<file path="config.mk">
export PLATFORM = sky130hd
export DESIGN_NAME = bae_cfg
export DESIGN_NICKNAME = d
export VERILOG_FILES = /design/src/hw/rtl/bae_pkg.sv /design/src/hw/rtl/bae_cfg.sv
export SDC_FILE = /design/constraint.sdc
export NUM_CORES = 1
export LEC_CHECK = 0
export ABC_AREA = 1
export BUFFER_PORTS_ARGS = -buffer_cell sky130_fd_sc_hd__buf_2
export CORE_ASPECT_RATIO = 1.5
export CORE_UTILIZATION = 52
export DETAILED_ROUTE_END_ITERATION = 8
export GPL_ROUTABILITY_DRIVEN = 0
export PLACE_DENSITY = 0.93
export SYNTH_ARGS = -nofsm -noshare
export SYNTH_HDL_FRONTEND = slang
export SYNTH_SLANG_ARGS = --single-unit
</file>
<file path="constraint.sdc">
create_clock -name i_clk -period 1.42 [get_ports i_clk]
set_input_delay 0.071 -clock i_clk [delete_from_list [all_inputs] [get_ports i_clk]]
set_output_delay 0.071 -clock i_clk [all_outputs]
set_load 0.005 [all_outputs]
</file>
<file path="src/hw/rtl/bae_pkg.sv">
// Shared types and constants for the binarize and 3x3 erode block.
`default_nettype none

package bae_pkg;

    // Frame geometry limits and derived widths.
    localparam int MAX_WIDTH  = 2048;
    localparam int MAX_HEIGHT = 4096;
    localparam int COL_W      = $clog2(MAX_WIDTH);
    localparam int ROW_W      = $clog2(MAX_HEIGHT);

    // Configuration register widths.
    localparam int FW_W   = 12;
    localparam int FH_W   = 13;
    localparam int THR_W  = 8;
    localparam int MASK_W = 9;
    localparam int CFG_DATA_W = 13;
    localparam int CFG_IDX_W  = 2;

    // Configuration reset values.
    localparam logic [FW_W-1:0]   FW_RESET   = 12'd640;
    localparam logic [FH_W-1:0]   FH_RESET   = 13'd480;
    localparam logic [THR_W-1:0]  THR_RESET  = 8'd127;
    localparam logic [MASK_W-1:0] MASK_RESET = 9'd443;

    // Window shift keeps the left two columns; bits 2, 5 and 8 take new data.
    localparam logic [MASK_W-1:0] WIN_KEEP = 9'b011011011;

    // Stream payload widths.
    localparam int IN_TDATA_W  = 24;
    localparam int OUT_TDATA_W = 32;

    // Configuration register indexes.
    typedef enum logic [CFG_IDX_W-1:0] {
        REG_FRAME_WIDTH  = 2'd0,
        REG_FRAME_HEIGHT = 2'd1,
        REG_THRESHOLD    = 2'd2,
        REG_ELEMENT_MASK = 2'd3
    } t_reg_idx;

    // Configuration register set.
    typedef struct packed {
        logic [FW_W-1:0]   frame_width;
        logic [FH_W-1:0]   frame_height;
        logic [THR_W-1:0]  threshold;
        logic [MASK_W-1:0] element_mask;
    } t_cfg;

    // One pixel after the front stage: position, binary value and result flags.
    typedef struct packed {
        logic [ROW_W-1:0] row;
        logic [COL_W-1:0] col;
        logic             cur;
        logic             emit_prev;   // previous row, previous column
        logic             emit_edge;   // previous row, last column
        logic             emit_cur;    // current pixel on top or bottom row
        logic             prev_inner;  // previous column is not the left border
    } t_item;

    // One result item.
    typedef struct packed {
        logic [ROW_W-1:0] row;
        logic [COL_W-1:0] col;
        logic             bin;
        logic             ero;
        logic             last;
    } t_result;

endpackage

`default_nettype wire

</file>
<file path="src/hw/rtl/bae_cfg.sv">
// Configuration registers of the binarize and erode block.
`default_nettype none

module bae_cfg (
    input  wire logic                           i_clk,
    input  wire logic                           i_rst_n,
    input  wire logic                           i_cfg_wr_en,
    input  wire logic [bae_pkg::CFG_IDX_W-1:0]  i_cfg_index,
    input  wire logic [bae_pkg::CFG_DATA_W-1:0] i_cfg_data,
    output bae_pkg::t_cfg                       o_cfg
);

    bae_pkg::t_cfg r_cfg;

    // Register writes, one register per request.
    always_ff @(posedge i_clk) begin
        if (!i_rst_n) begin
            r_cfg.frame_width  <= bae_pkg::FW_RESET;
            r_cfg.frame_height <= bae_pkg::FH_RESET;
            r_cfg.threshold    <= bae_pkg::THR_RESET;
            r_cfg.element_mask <= bae_pkg::MASK_RESET;
        end else if (i_cfg_wr_en) begin
            case (bae_pkg::t_reg_idx'(i_cfg_index))
                bae_pkg::REG_FRAME_WIDTH: begin
                    r_cfg.frame_width <= i_cfg_data[bae_pkg::FW_W-1:0];
                end
                bae_pkg::REG_FRAME_HEIGHT: begin
                    r_cfg.frame_height <= i_cfg_data[bae_pkg::FH_W-1:0];
                end
                bae_pkg::REG_THRESHOLD: begin
                    r_cfg.threshold <= i_cfg_data[bae_pkg::THR_W-1:0];
                end
                bae_pkg::REG_ELEMENT_MASK: begin
                    r_cfg.element_mask <= i_cfg_data[bae_pkg::MASK_W-1:0];
                end
                default: begin
                end
            endcase
        end
    end

    assign o_cfg = r_cfg;

endmodule

`default_nettype wire

</file>
==> impl_metrics.ini <==
[routing]
wire_per_inst_um = 11.8
wirelength_mm = 3.92
vias = 1656
drc = 0
via_per_inst = 4.97
ant_nets = 0
drtIter0Drc = 58
firstDrtPassIters = 5

[worst_setup_path]
timing.rr.start = o_cfg[28]
path_buf_inv = 1
crit_family = flip-flops
path_max_fanout = 2
critical_path_class = flip-flop to output pin
r2r_setup_slack_ns = 0.75
startpoint_type = flip-flop
max_stage_delay_ns = 0.34
ff2ff_path_depth = 4
slowest_stage = dfxtp_1
timing.rr.end = o_cfg[28]
crit_chain = buf_2
cp.arrival_ns = 0.75
end_kind = output pin
path_depth = 1
cp.required_ns = 1.35

[timing]
hold_violations = 0
rsz0062_at_grt = no
relSlewSlack_pct = 74.8
fmax_mhz = 1220
post-route-period-util_pct = 57.7
finalMaxSlewViolations = 0
tns_ns = 0
min_period_ns = 0.820
worst_slew_pin_slew_ns = 0.378
setup_violations = 0
skew_ns = 0

[final_layout]
drive_above_1_share_pct = 24.1
largest_register_ffs = 42
utilization_pct = 70.2
nets = 312
antennaDiodeCount = 0
fin_area_sq_um = 2090
synthToLayoutAreaGrowth_pct = 24.8

[cts]
cts-root-buf = clkbuf_8
cts_setup_buffers = 0
cts_made_buffers = 5
hold_buffers = 0
ctsResizeCount = 0
tritoncts = done
clock-sinks = 42
ctsLongestPathBuffers = 2
path_clk_slew_ns = 0.07
insertion_delay_ns = 0.29
htreeDepth = 2

[synthesis]
syn_avg_cell_area_sq_um = 7.05
netlist_area_sq_um = 1670
ys_ff_latch = 42
synth_area_leader_cell = dfxtp_1
yosysUniqueCellTypes = 12
ys_top_cells_by_area = dfxtp_1, nand2_1, nand3_1, nor2_1, inv_1
netlist_instances = 237
netlist.area_leader.share_pct = 50.3
ys_seq_area_share_pct = 50.3
syn_nets = 255
ys_warn_count = 0

[power]
p_leak_nw = 1.14
ir_worst_vdd_mv = 0.896
p_per_area_nw_per_um2 = 1100

[hold_path]
whs_path_depth = 3
hold_start = i_cfg_data[12]
min_to = o_cfg[29]
hp-class = input pin to flip-flop

[global_route]
grt_pass1_vias = 1538
grtUsageMet1_pct = 30.7
grt_use_met2_pct = 41.8
grt_pass1_wl_mm = 6.46
grt_overflow = 0
grt_busiest_layer = met2
grt_max_degree = 33
grt_util_met3_pct = 7.05
antenna_found_initial = 0
grt_usage_pct = 26.3

[die]
die_y_um = 71.4
dieArea_sq_um = 3450
floorplan.initialDensity_pct = 56.2
num_rows = 24
ios = 60
core-area_sq_um = 2970
die_width_um = 48.3

[run_status]
status = finished, final reports clean

[placement]
port_buffers = 59
dpl.hpwl_mm = 2.85
placed_cell_area_sq_um = 2010

[flow_run]
cap_viol_max_count = 0
final cells by class:
class,count,area (sq um)
clock buffers,7,76.3
fillers,256,887
inverters,25,93.8
multi-input cells,155,661
flip-flops and latches,42,841
well taps,39,48.8
repair buffers,65,365
synth_stat cells (all sizes together):
library cell / instances
nand2: 67
nor2: 36
nand4: 7
clkinv: 1
a21oi: 10
buf: 10
inv: 24
clkbuf: 5
nand3: 35
dfxtp: 42
layer usage:
layer  part of all wire, %  up-vias
met4                   2.9        0
met1                    41      742
met2                    51       54
li1                      -      847
met5                     0        -
met3                   5.2       13
worst max-delay path by stage:
stage / start / end / slack (ns)
final: o_cfg[24] / o_cfg[24] / 0.60
after floorplan: i_cfg_wr_en / o_cfg[18] / 0.66
after CTS: o_cfg[36] / o_cfg[36] / 0.59
after global routing: i_cfg_index[1] / o_cfg[34] / 0.55
after global placement: i_cfg_index[1] / o_cfg[30] / 0.36
after detailed placement: i_cfg_index[1] / o_cfg[40] / 0.33
kinds of logic (layout without fill, tap and decap cells):
logic type             after synthesis  in the layout  synth area share, %
AO/OA/AOI/OAI                       10             10                 2.99
buffers and inverters               40             97                 10.2
AND/OR/NAND/NOR                    145            145                 36.5
flip-flops                          42             42                 50.3
placed cells by master (no fill, tap or decap), types with 2 or more instances in the layout:
cell and instances:
nand2_1 67, buf_2 59, dfxtp_1 42, nor2_1 36
nand3_1 34, inv_1 24, a21oi_1 10, nand4_1 7
clkbuf_8 5, buf_4 4, clkbuf_1 2, buf_12 2
power by group:
group	leakage, nW	internal, mW	switching [mW]
Combinational	0.753	0.128	0.178
Clock	0.0383	0.338	0.371
Sequential	0.345	1.24	0.0295
through the flow:
step,power [mW],hold WS (ns),std cells,setup slack [ns]
finish,2.28,0.0300,333,0.600
global route,2.39,0.0262,333,0.546
detailed placement,1.60,0.329,326,0.327
floorplan,1.47,0.184,237,0.657
global placement,1.59,0.296,326,0.356
CTS,2.30,0.0215,333,0.586
Power figures use the tool's default switching activity.
