### config.mk
export PLATFORM = sky130hd
export DESIGN_NAME = bae_erode
export DESIGN_NICKNAME = d
export VERILOG_FILES = /design/src/hw/rtl/bae_pkg.sv /design/src/hw/rtl/bae_erode.sv
export SDC_FILE = /design/constraint.sdc
export NUM_CORES = 1
export LEC_CHECK = 0
export ABC_AREA = 1
export CORE_MARGIN = 8
export CORE_UTILIZATION = 30
export CTS_CLUSTER_DIAMETER = 60
export DETAILED_ROUTE_END_ITERATION = 8
export DONT_BUFFER_PORTS = 1
export PLACE_DENSITY_LB_ADDON = 0.08
export REMOVE_ABC_BUFFERS = 1
export SLEW_MARGIN = 20
export SYNTH_ARGS = -nofsm -noshare
export SYNTH_HDL_FRONTEND = slang
export SYNTH_SLANG_ARGS = --single-unit
### constraint.sdc
create_clock -name i_clk -period 4.7 [get_ports i_clk]
set_clock_uncertainty 0.15 [all_clocks]
set_input_delay 0.705 -clock i_clk [delete_from_list [all_inputs] [get_ports i_clk]]
set_output_delay 0.705 -clock i_clk [all_outputs]
set_load 0.005 [all_outputs]
### src/hw/rtl/bae_pkg.sv
// Shared types and constants for the binarize and 3x3 erode block.
`default_nettype none

package bae_pkg;

    // Frame geometry limits and derived widths.
    localparam int MAX_WIDTH  = 2048;
    localparam int MAX_HEIGHT = 4096;
    localparam int COL_W      = $clog2(MAX_WIDTH);
    localparam int ROW_W      = $clog2(MAX_HEIGHT);

    // Configuration register widths.
    localparam int FW_W   = 12;
    localparam int FH_W   = 13;
    localparam int THR_W  = 8;
    localparam int MASK_W = 9;
    localparam int CFG_DATA_W = 13;
    localparam int CFG_IDX_W  = 2;

    // Configuration reset values.
    localparam logic [FW_W-1:0]   FW_RESET   = 12'd640;
    localparam logic [FH_W-1:0]   FH_RESET   = 13'd480;
    localparam logic [THR_W-1:0]  THR_RESET  = 8'd127;
    localparam logic [MASK_W-1:0] MASK_RESET = 9'd443;

    // Window shift keeps the left two columns; bits 2, 5 and 8 take new data.
    localparam logic [MASK_W-1:0] WIN_KEEP = 9'b011011011;

    // Stream payload widths.
    localparam int IN_TDATA_W  = 24;
    localparam int OUT_TDATA_W = 32;

    // Configuration register indexes.
    typedef enum logic [CFG_IDX_W-1:0] {
        REG_FRAME_WIDTH  = 2'd0,
        REG_FRAME_HEIGHT = 2'd1,
        REG_THRESHOLD    = 2'd2,
        REG_ELEMENT_MASK = 2'd3
    } t_reg_idx;

    // Configuration register set.
    typedef struct packed {
        logic [FW_W-1:0]   frame_width;
        logic [FH_W-1:0]   frame_height;
        logic [THR_W-1:0]  threshold;
        logic [MASK_W-1:0] element_mask;
    } t_cfg;

    // One pixel after the front stage: position, binary value and result flags.
    typedef struct packed {
        logic [ROW_W-1:0] row;
        logic [COL_W-1:0] col;
        logic             cur;
        logic             emit_prev;   // previous row, previous column
        logic             emit_edge;   // previous row, last column
        logic             emit_cur;    // current pixel on top or bottom row
        logic             prev_inner;  // previous column is not the left border
    } t_item;

    // One result item.
    typedef struct packed {
        logic [ROW_W-1:0] row;
        logic [COL_W-1:0] col;
        logic             bin;
        logic             ero;
        logic             last;
    } t_result;

endpackage

`default_nettype wire

### src/hw/rtl/bae_erode.sv
// 3x3 window, erosion results and the result queue that feeds the output.
`default_nettype none

module bae_erode (
    input  wire logic                        i_clk,
    input  wire logic                        i_rst_n,
    input  wire logic [bae_pkg::MASK_W-1:0]  i_mask,
    input  wire logic                        i_s1_valid,
    input  wire bae_pkg::t_item              i_item,
    input  wire logic                        i_older,
    input  wire logic                        i_newer,
    output logic                             o_commit,
    output logic                             o_valid,
    input  wire logic                        i_ready,
    output bae_pkg::t_result                 o_result
);

    logic [bae_pkg::MASK_W-1:0] r_win;
    logic [bae_pkg::MASK_W-1:0] n_win;
    bae_pkg::t_result           r_q [3];
    logic [1:0]                 r_cnt;
    bae_pkg::t_result           ld [3];
    logic [1:0]                 ld_n;
    bae_pkg::t_result           e_prev;
    bae_pkg::t_result           e_edge;
    bae_pkg::t_result           e_cur;
    logic [1:0]                 pos_edge;
    logic                       pop;

    assign pop      = o_valid && i_ready;
    // A new item goes in only when the queue will be empty after this cycle.
    assign o_commit = i_s1_valid && ((r_cnt == 2'd0) || ((r_cnt == 2'd1) && pop));

    // Window update and the up to three results of this pixel.
    always_comb begin
        n_win = ((r_win >> 1) & bae_pkg::WIN_KEEP) |
                {i_item.cur, 2'b00, i_newer, 2'b00, i_older, 2'b00};

        e_prev.row  = i_item.row - bae_pkg::ROW_W'(1);
        e_prev.col  = i_item.col - bae_pkg::COL_W'(1);
        e_prev.bin  = n_win[4];
        e_prev.ero  = i_item.prev_inner ? ((i_mask & ~n_win) == '0) : n_win[4];
        e_prev.last = !i_item.emit_edge && !i_item.emit_cur;

        e_edge.row  = i_item.row - bae_pkg::ROW_W'(1);
        e_edge.col  = i_item.col;
        e_edge.bin  = n_win[5];
        e_edge.ero  = n_win[5];
        e_edge.last = !i_item.emit_cur;

        e_cur.row   = i_item.row;
        e_cur.col   = i_item.col;
        e_cur.bin   = i_item.cur;
        e_cur.ero   = i_item.cur;
        e_cur.last  = 1'b1;

        // Pack the selected results in order into the load slots.
        pos_edge = {1'b0, i_item.emit_prev};
        ld_n     = 2'(i_item.emit_prev) + 2'(i_item.emit_edge) + 2'(i_item.emit_cur);
        for (int k = 0; k < 3; k++) begin
            if (i_item.emit_prev && (k == 0)) begin
                ld[k] = e_prev;
            end else if (i_item.emit_edge && (2'(k) == pos_edge)) begin
                ld[k] = e_edge;
            end else begin
                ld[k] = e_cur;
            end
        end
    end

    // Window register and queue count.
    always_ff @(posedge i_clk) begin
        if (!i_rst_n) begin
            r_win <= '0;
            r_cnt <= 2'd0;
        end else if (o_commit) begin
            r_win <= n_win;
            r_cnt <= ld_n;
        end else if (pop) begin
            r_cnt <= r_cnt - 2'd1;
        end
    end

    // Queue payload: load on commit, otherwise shift toward the head on a pop.
    always_ff @(posedge i_clk) begin
        if (o_commit) begin
            r_q[0] <= ld[0];
            r_q[1] <= ld[1];
            r_q[2] <= ld[2];
        end else if (pop) begin
            r_q[0] <= r_q[1];
            r_q[1] <= r_q[2];
        end
    end

    assign o_valid  = (r_cnt != 2'd0);
    assign o_result = r_q[0];

endmodule

`default_nettype wire

==> qor.yml <==
outcome:
  status: "completed"
routing:
  ant_nets: 0
  routed-wl-met3_um: 715
  top_layer: "met4"
  met2_wirelength_um: 4430
  wl_met1_um: 4440
  vias_per_cell: 4.54
  remaining_drc_errors: 0
  drt_first_pass_iters: 4
  wirelength_um: 9750
  vias: 2836
  drt_iter0_markers: 178
  wl_per_cell_um: 15.6
timing:
  finalHoldViolations: 0
  setup-tns-final_ns: 0
  grt_setup_unrepaired: "no"
  finalSetupViolCount: 0
  fin_crit_sh_pct: 65.9
  fmax_mhz: 323
  drv_slew: 0
  worstMarginPinSlew_ns: 0.945
  whs_ns: 0.304
  period_needed_ns: 3.10
  maxSlewHeadroom_pct: 36.9
placed_design:
  place_congestion: 0.724
  numPortBuffers: 0
  hpwl_um: 6400
floorplanning:
  die_x_um: 136
  initial_core_util_pct: 30.9
  die_height_um: 136
  rows: 43
  io_pins: 71
  coreArea_um2: 13900
  dieArea_um2: 18400
synth:
  ys_seq_area_share_pct: 56.1
  synthSimpleGateAreaFrac_pct: 20.2
  ys_ff_latch: 83
  synth_fa_ha_area_share_pct: 1.63
  synth_compound_area_share_pct: 8.90
  synth_top_area_cell: "edfxtp_1"
  ys_top_cells_by_area: "edfxtp_1 (52%), nand2_1 (11%), o21ai_0 (5.6%)"
  synth-xor-area-share_pct: 1.80
  synth_top_family_by_area: "simple AND/OR/NAND/NOR gates"
  syn-cell-area_um2: 4300
  yosysTopAreaCellShare_pct: 52.3
  syn_inst: 467
  ys_types: 31
  syn_area_per_cell_um2: 9.21
  synthMuxAreaShare_pct: 0
  ys_warn_count: 0
global_routing:
  grt_usage_pct: 10.9
  grt_first_pass_wirelength_um: 15100
  grt_overflow: 0
  grt_max_degree: 61
  grt_pass1_vias: 2725
  antenna_found_initial: 0
setup_path:
  crit_family: "buffers and inverters"
  critPathArrivalTime_ns: 3.03
  crit_buf_inv: 2
  start_kind: "register"
  endpoint_kind: "register"
  cp_slowest_stage_delay_ns: 0.94
  path_cells: "inv_1 > ha_1 > nor2_1 > nand2_2 > inv_2 > nor2_1 > a22oi_1 > nand2_1"
  critPathSlowestCell: "inv_2"
  crit_required_ns: 4.64
  worstSetupPathType: "register to register"
  cp_max_fo: 60
  crit_top_cell: "nor2_1"
clock_tree:
  clk_pin_slew_ns: 0.07
  cts_buffer_depth: 2
  cts_buffers: 9
  cts.htree.levels: 3
  cts_sinks: 83
  ctsResizeCount: 0
  clock_latency_ns: 0.34
  cts_tree: "done"
  cts-root-buf: "clkbuf_16"
  post_cts_buffers: 0
  cts_hold_buf: 0
power:
  p_per_area_nw_per_um2: 560
  irDropWorstVdd_mv: 0.166
  power_leakage_nw: 1.80
flow_run:
  timing.max_cap.violations: 0
cells_and_area:
  n_antenna_cell: 0
  drive_gt1_share_pct: 7.66
  syn_to_final_growth_pct: 5.32
  fin_nets: 487
min_path:
  min_path_type: "input port to register"
## power breakdown
| group | switching (mW) | internal (mW) |
|---|---|---|
| clock network | 0.289 | 0.351 |
| registers | 0.105 | 1.21 |
| logic | 0.435 | 0.154 |
| total | 0.829 | 1.71 |
## final cells by class
cell class	count	area, um^2
Clock inverter	7	35.0
Clock buffer	9	225
Inverter	55	206
Fill cell	1437	9400
Timing Repair Buffer	2	15.0
Multi-Input combinational cell	288	1410
Tap cell	180	225
Sequential cell	83	2410
## state kept, by name (all words and copies together) (netlist names)
register and flops:
r_cnt 2, r_q 75, r_win 6
## cells in the mapped netlist
| cell | instances |
|---|---|
| nand3_1 | 33 |
| a31oi_1 | 7 |
| a21oi_2 | 1 |
| o211ai_1 | 2 |
| fa_1 | 1 |
| o21bai_1 | 2 |
| or2_4 | 1 |
| nor2_4 | 3 |
| a21oi_1 | 8 |
| buf_6 | 2 |
| o21ai_0 | 48 |
| nor2_1 | 27 |
| inv_1 | 53 |
| dfxtp_1 | 8 |
| xor2_2 | 1 |
| inv_2 | 2 |
| nand3_2 | 1 |
| edfxtp_1 | 75 |
| buf_1 | 2 |
| buf_2 | 9 |
| nand2_2 | 4 |
| o31ai_1 | 1 |
| a22oi_1 | 1 |
| nand2_1 | 128 |
| o21ai_1 | 1 |
| nor2_2 | 4 |
| buf_4 | 28 |
| ha_1 | 4 |
| xor2_1 | 4 |
| nand4_1 | 3 |
| xnor2_1 | 3 |
## worst reg2reg max path, stage by stage (launching register included)
cell     delay (ns)
dfxtp_1        0.36
inv_1          0.08
ha_1           0.26
nor2_1         0.15
nand2_2        0.50
inv_2          0.95
nor2_1         0.15
a22oi_1        0.19
nand2_1        0.08
## cell families (layout without fill, tap and decap cells)
| group | count (synthesis) | count (layout) |
|---|---|---|
| buf+inv | 96 | 73 |
| compound gates | 71 | 71 |
| xor+xnor | 8 | 8 |
| fa+ha+maj | 5 | 5 |
| simple gates | 204 | 204 |
| flops | 83 | 83 |
## through the flow
step	power [mW]	area [um^2]	worst slack, ns	util [%]	std cells
floorplan	1.73	4020	0.776	-	426
global placement	1.94	4270	1.53	30.7	608
detailed placement	1.94	4270	1.50	30.7	608
CTS	2.60	4530	1.54	32.5	624
global route	2.72	4530	1.26	32.5	624
finish	2.54	4530	1.60	32.5	624
## cells in the final DEF (no fill, tap or decap), types with 2 or more instances in the layout
cell and instances:
a21oi_1 8, a31oi_1 7, buf_4 2, clkbuf_16 9, clkinv_1 3, clkinv_2 3
dfxtp_1 8, edfxtp_1 75, ha_1 4, inv_1 53, inv_2 2, nand2_1 127
nand2_2 5, nand3_1 33, nand4_1 3, nor2_1 27, nor2_2 4, nor2_4 3
o211ai_1 2, o21ai_0 48, o21bai_1 2, xnor2_1 3, xor2_1 4
## worst paths after layout
| check | depth (start not counted) | end | from | slack [ns] |
|---|---|---|---|---|
| worst max register to register | 8 | r_q[0][11]$_DFFE_PP_ | r_cnt[0]$_SDFFE_PN0P_ | 1.60 |
| worst max-delay path | 8 | r_q[0][11]$_DFFE_PP_ | r_cnt[0]$_SDFFE_PN0P_ | 1.60 |
| worst min-delay path | 0 | r_q[1][17]$_DFFE_PP_ | i_item[19] | 0.30 |
| worst min register to register | 2 | r_win[7]$_SDFFE_PN0P_ | r_win[8]$_SDFFE_PN0P_ | 0.31 |
## layer usage
layer  global-route usage (%)  vias up
li1                         -     1461
met1                     13.1     1303
met2                     16.6       60
met3                     4.41       12
met4                     5.00        0
met5                        0        -
Note: power is estimated with default switching activity, not from simulation.
