[src/hw/rtl/bae_pkg.sv]
// Shared types and constants for the binarize and 3x3 erode block.
`default_nettype none

package bae_pkg;

    // Frame geometry limits and derived widths.
    localparam int MAX_WIDTH  = 2048;
    localparam int MAX_HEIGHT = 4096;
    localparam int COL_W      = $clog2(MAX_WIDTH);
    localparam int ROW_W      = $clog2(MAX_HEIGHT);

    // Configuration register widths.
    localparam int FW_W   = 12;
    localparam int FH_W   = 13;
    localparam int THR_W  = 8;
    localparam int MASK_W = 9;
    localparam int CFG_DATA_W = 13;
    localparam int CFG_IDX_W  = 2;

    // Configuration reset values.
    localparam logic [FW_W-1:0]   FW_RESET   = 12'd640;
    localparam logic [FH_W-1:0]   FH_RESET   = 13'd480;
    localparam logic [THR_W-1:0]  THR_RESET  = 8'd127;
    localparam logic [MASK_W-1:0] MASK_RESET = 9'd443;

    // Window shift keeps the left two columns; bits 2, 5 and 8 take new data.
    localparam logic [MASK_W-1:0] WIN_KEEP = 9'b011011011;

    // Stream payload widths.
    localparam int IN_TDATA_W  = 24;
    localparam int OUT_TDATA_W = 32;

    // Configuration register indexes.
    typedef enum logic [CFG_IDX_W-1:0] {
        REG_FRAME_WIDTH  = 2'd0,
        REG_FRAME_HEIGHT = 2'd1,
        REG_THRESHOLD    = 2'd2,
        REG_ELEMENT_MASK = 2'd3
    } t_reg_idx;

    // Configuration register set.
    typedef struct packed {
        logic [FW_W-1:0]   frame_width;
        logic [FH_W-1:0]   frame_height;
        logic [THR_W-1:0]  threshold;
        logic [MASK_W-1:0] element_mask;
    } t_cfg;

    // One pixel after the front stage: position, binary value and result flags.
    typedef struct packed {
        logic [ROW_W-1:0] row;
        logic [COL_W-1:0] col;
        logic             cur;
        logic             emit_prev;   // previous row, previous column
        logic             emit_edge;   // previous row, last column
        logic             emit_cur;    // current pixel on top or bottom row
        logic             prev_inner;  // previous column is not the left border
    } t_item;

    // One result item.
    typedef struct packed {
        logic [ROW_W-1:0] row;
        logic [COL_W-1:0] col;
        logic             bin;
        logic             ero;
        logic             last;
    } t_result;

endpackage

`default_nettype wire

[src/hw/rtl/bae_front.sv]
// Front stage: pixel counters, binarization and the stage register.
`default_nettype none

module bae_front (
    input  wire logic                            i_clk,
    input  wire logic                            i_rst_n,
    input  wire bae_pkg::t_cfg                   i_cfg,
    input  wire logic                            i_valid,
    output logic                                 o_ready,
    input  wire logic [bae_pkg::IN_TDATA_W-1:0]  i_data,
    input  wire logic                            i_frame_start,
    input  wire logic                            i_commit,
    output logic                                 o_accept,
    output logic [bae_pkg::COL_W-1:0]            o_rd_addr,
    output logic                                 o_s1_valid,
    output bae_pkg::t_item                       o_s1_item
);

    logic [bae_pkg::COL_W-1:0] r_col;
    logic [bae_pkg::ROW_W-1:0] r_row;
    logic [bae_pkg::COL_W-1:0] n_col;
    logic [bae_pkg::ROW_W-1:0] n_row;
    logic                      r_s1_valid;
    bae_pkg::t_item            r_item;
    bae_pkg::t_item            n_item;

    logic [bae_pkg::FW_W-1:0]  w;
    logic [bae_pkg::FH_W-1:0]  h;
    logic [bae_pkg::FW_W-1:0]  col_s;
    logic [bae_pkg::FW_W-1:0]  col_a;
    logic [bae_pkg::FW_W-1:0]  col_b;
    logic [bae_pkg::FH_W-1:0]  row_s;
    logic [bae_pkg::FH_W-1:0]  row_a;
    logic [bae_pkg::FH_W-1:0]  row_b;
    logic [9:0]                sum;
    logic [9:0]                limit;

    // The stage register frees up whenever its item is committed downstream.
    assign o_ready  = !r_s1_valid || i_commit;
    assign o_accept = i_valid && o_ready;

    // Geometry clamping, position of the new pixel and counter advance.
    always_comb begin
        if (i_cfg.frame_width == '0) begin
            w = bae_pkg::FW_W'(1);
        end else if (i_cfg.frame_width > bae_pkg::FW_W'(bae_pkg::MAX_WIDTH)) begin
            w = bae_pkg::FW_W'(bae_pkg::MAX_WIDTH);
        end else begin
            w = i_cfg.frame_width;
        end
        if (i_cfg.frame_height == '0) begin
            h = bae_pkg::FH_W'(1);
        end else if (i_cfg.frame_height > bae_pkg::FH_W'(bae_pkg::MAX_HEIGHT)) begin
            h = bae_pkg::FH_W'(bae_pkg::MAX_HEIGHT);
        end else begin
            h = i_cfg.frame_height;
        end

        // A frame start restarts the counters.
        col_s = i_frame_start ? '0 : bae_pkg::FW_W'(r_col);
        row_s = i_frame_start ? '0 : bae_pkg::FH_W'(r_row);

        // Counters left beyond a shrunk geometry wrap first.
        if (col_s >= w) begin
            col_a = '0;
            row_a = row_s + bae_pkg::FH_W'(1);
        end else begin
            col_a = col_s;
            row_a = row_s;
        end
        if (row_a >= h) begin
            row_a = '0;
        end

        // Binarize: mean above threshold means white, i.e. sum > 3*thr + 2.
        sum   = 10'(i_data[7:0]) + 10'(i_data[15:8]) + 10'(i_data[23:16]);
        limit = {1'b0, i_cfg.threshold, 1'b0} + 10'(i_cfg.threshold) + 10'd2;

        n_item.row        = row_a[bae_pkg::ROW_W-1:0];
        n_item.col        = col_a[bae_pkg::COL_W-1:0];
        n_item.cur        = (sum > limit);
        n_item.emit_prev  = (row_a >= bae_pkg::FH_W'(2)) && (col_a != '0);
        n_item.emit_edge  = (row_a >= bae_pkg::FH_W'(2)) &&
                            (col_a == w - bae_pkg::FW_W'(1));
        n_item.emit_cur   = (row_a == '0) || (row_a == h - bae_pkg::FH_W'(1));
        n_item.prev_inner = (col_a >= bae_pkg::FW_W'(2));

        // Advance to the next pixel position.
        col_b = col_a + bae_pkg::FW_W'(1);
        row_b = row_a;
        if (col_b >= w) begin
            col_b = '0;
            row_b = row_a + bae_pkg::FH_W'(1);
            if (row_b >= h) begin
                row_b = '0;
            end
        end
        n_col = col_b[bae_pkg::COL_W-1:0];
        n_row = row_b[bae_pkg::ROW_W-1:0];
    end

    // Counters and stage valid.
    always_ff @(posedge i_clk) begin
        if (!i_rst_n) begin
            r_col      <= '0;
            r_row      <= '0;
            r_s1_valid <= 1'b0;
        end else begin
            if (o_accept) begin
                r_col <= n_col;
                r_row <= n_row;
            end
            if (o_ready) begin
                r_s1_valid <= i_valid;
            end
        end
    end

    // Stage payload.
    always_ff @(posedge i_clk) begin
        if (o_accept) begin
            r_item <= n_item;
        end
    end

    assign o_rd_addr  = n_item.col;
    assign o_s1_valid = r_s1_valid;
    assign o_s1_item  = r_item;

endmodule

`default_nettype wire

[config.mk]
export PLATFORM = sky130hd
export DESIGN_NAME = bae_front
export DESIGN_NICKNAME = d
export VERILOG_FILES = /design/src/hw/rtl/bae_pkg.sv /design/src/hw/rtl/bae_front.sv
export SDC_FILE = /design/constraint.sdc
export NUM_CORES = 1
export LEC_CHECK = 0
export BUFFER_PORTS_ARGS = -buffer_cell sky130_fd_sc_hd__buf_2
export CAP_MARGIN = 5
export CORE_ASPECT_RATIO = 1.1
export CORE_MARGIN = 2
export CORE_UTILIZATION = 52
export CTS_CLUSTER_DIAMETER = 50
export CTS_CLUSTER_SIZE = 8
export DETAILED_ROUTE_END_ITERATION = 16
export PLACE_DENSITY = 0.78
export SLEW_MARGIN = 20
export SYNTH_ARGS = -nofsm -noshare
export SYNTH_HDL_FRONTEND = slang
export SYNTH_SLANG_ARGS = --single-unit
[constraint.sdc]
create_clock -name i_clk -period 10.3 [get_ports i_clk]
set_input_delay 3.09 -clock i_clk [delete_from_list [all_inputs] [get_ports i_clk]]
set_output_delay 3.09 -clock i_clk [all_outputs]
set_load 0.02 [all_outputs]
==> flow_summary.toml <==
[route]
drtIter0Drc = 452
firstDrtPassIters = 5
drc = 0
drtAntennaViolNets = 0
vias = 6277
vias_per_cell = 5.85
drt_wl_total_um = 17200
wl_per_cell_um = 16.0

[critical_path]
cp_max_fo = 5
crit_family = "simple AND/OR/NAND/NOR gates"
critPathMaxStageDelay_ps = 540
cp-end-kind = "flop"
setup.worst_path.class = "in2reg"
path_buf_inv = 6
worstPathArrival_ps = 10090
rr_worst_depth = 30
critical_path_depth = 35
cp.required_ps = 10490
slowest_stage = "or4_1"
cp-start-kind = "input port"
r2r_slack_ps = 3940

[cts]
cts.hold.buffers_added = 0
cts_root_buf = "clkbuf_16"
htreeDepth = 2
cts_max_path_buffers = 2
clk_latency_ps = 300
clock-sinks = 52
cts_tree = "done"
clk_pin_slew_worst_paths_ps = 70
tritoncts.num_buffers = 5

[place]
gp_congestion = 0.933
pre_cts_slack_ps = -145
portBuffers = 103
hpwl_um = 13700
place_inst = 1065

[power_and_ir_drop]
power.total_mw = 0.658
leakage_nw = 3.52
cellPowerDensity_nw_per_um2 = 86.7
vdd_drop_max_mv = 0.0576

[finish]
stdcell_count = 1073
synthToLayoutAreaGrowth_pct = 20.5
n_antenna_cell = 0
nNetsFinal = 1089
post-route-util = 0.636
layout-drive-gt1-share = 0.237

[grt]
grt_use_total = 0.269
grt_pass1_vias = 6036
grt_max_degree = 46
grt_pass1_wl_um = 28100
globalRouteOverflowTotal = 0
antenna_found_initial = 0

[synthesis]
postSynthCellCount = 772
yosysTopAreaCellShare = 0.179
ys_types = 79
synth_top_flop_cell = "edfxtp_1"
ys_ff_latch = 52
yosysSeqAreaShare = 0.210
synth_async_sr_flop_share = 0
synth_area_leaders = "ha_1 (18%), edfxtp_1 (13%), dfxtp_1 (7.6%), xnor2_1 (5.4%), nand2_1 (4.5%)"
syn_area_per_cell_um2 = 8.15
syn_nets = 943
synth.cell_area_um2 = 6290
synth_edf_count = 28
yosysWarnings = 0
yosysTopAreaCell = "ha_1"

[worst_hold_path]
min_path_cells = 2
holdCritPathClass = "reg2reg"

[timing]
hold_viol = 0
worst_slack_ps = 402
period_needed_ps = 9900
relSlewSlack = 0.298
fin_worst_skew_ps = 2.99
max_clock_freq_mhz = 101
setup_violations = 0
worstMarginPinSlew_ps = 1050
layout_worst_path_cycle_share = 0.961
report.final.slew_viol_count = 0
setup_tns_ps = 0

[floorplanning]
dieArea_um2 = 13000
die_x_um = 109
rows = 42
ioPinCount = 113
core_region_area_um2 = 11900
die_h_um = 119
start_util = 0.528

[run]
drv_cap = 0

[run_status]
status = "complete, no violations"
-- sequential cells by signal, indices dropped and copies added (netlist names) --
register,cells
o_s1_item,28
r_row,12
r_col,11
o_s1_valid,1
-- worst min-delay path, stage by stage (launching register included) --
cell and delay, ps:
dfxtp_1 320, nand2_1 50, a21oi_1 50
-- cells in the mapped netlist (11+ instances only) --
cell type	instances
nor2_1	48
nand2b_1	13
nand3_1	29
inv_1	48
a21oi_1	44
buf_4	11
clkbuf_1	22
o21ai_0	23
nor3_1	30
a21o_1	11
nor2b_1	22
xnor2_1	39
nand4_1	15
xor2_1	20
dfxtp_1	24
nand2_1	75
edfxtp_1	28
a31oi_1	11
ha_1	90
-- routing by layer --
metal | vias to the layer above | share of wire | wire [um] | GRT usage
met5 | - | 0 | 0 | 0
met4 | 0 | 0.029 | 492 | 0.107
met3 | 39 | 0.049 | 850 | 0.0257
met2 | 216 | 0.51 | 8790 | 0.486
met1 | 2922 | 0.41 | 7070 | 0.322
li1 | 3100 | - | - | -
-- layout make-up --
class / count / area [um^2]
repair buffers: 182 / 1110
clock inverters: 3 / 22.5
clock buffers: 5 / 125
well taps: 154 / 193
flip-flops and latches: 52 / 1320
inverters: 53 / 199
multi-input cells: 624 / 4610
fillers: 1070 / 4350
-- worst paths after layout --
kind,start,end
worst max-delay path,i_cfg[37],r_row[7]$_SDFFE_PN0P_
worst min-delay path,r_col[3]$_SDFFE_PN0P_,r_col[3]$_SDFFE_PN0P_
worst max register to register,r_col[8]$_SDFFE_PN0P_,r_row[7]$_SDFFE_PN0P_
worst min register to register,r_col[3]$_SDFFE_PN0P_,r_col[3]$_SDFFE_PN0P_
-- through the flow --
step | hold WS [ps] | area [um^2]
2_1_floorplan | 432 | 6290
3_3_place_gp | 441 | 7380
3_5_place_dp | 444 | 7380
4_1_cts | 472 | 7520
5_1_grt | 497 | 7580
6_report | 475 | 7580
-- placed cells by master, fill, tap and decap left out, types with 4 or more instances in the layout --
| cell type | n |
|---|---|
| xor2_1 | 20 |
| xnor2_1 | 39 |
| edfxtp_1 | 28 |
| and3_1 | 6 |
| nor4_1 | 9 |
| nand2b_1 | 13 |
| buf_2 | 103 |
| mux2i_1 | 6 |
| a21o_1 | 11 |
| a41oi_1 | 4 |
| a31oi_1 | 11 |
| o31ai_1 | 5 |
| clkbuf_16 | 5 |
| nor2_1 | 46 |
| o211ai_1 | 7 |
| nor3_1 | 27 |
| nand4_1 | 15 |
| a21oi_1 | 44 |
| a211oi_1 | 10 |
| nand3_1 | 29 |
| o21a_1 | 6 |
| or4_1 | 5 |
| o21ai_1 | 4 |
| fa_1 | 10 |
| o21ai_0 | 23 |
| dfxtp_1 | 24 |
| and2_1 | 6 |
| ha_1 | 90 |
| or3_1 | 5 |
| nand2_1 | 75 |
| nor2b_1 | 22 |
| buf_4 | 79 |
| inv_1 | 48 |
| a22oi_1 | 8 |
-- power by group --
part	internal (mW)	switching, mW
logic	0.108	0.143
registers	0.229	0.00458
clock network	0.0912	0.0815
total	0.428	0.230
-- cells by family after synthesis --
logic type / count (synthesis) / share of synthesized area
AOI/OAI and AO/OA: 170 / 0.182
xor gates and xnor gates: 60 / 0.0847
adders and majority gates: 100 / 0.211
buffers and inverters: 96 / 0.0664
DFF: 52 / 0.210
muxes: 6 / 0.00954
and+or+nand+nor: 288 / 0.237
-- what timing repair did --
action	in CTS	in global routing
resized for setup	0	12
setup endpoints to repair	0	12
setup buffers	0	0
No activity file was read; power rests on OpenSTA's default activity.
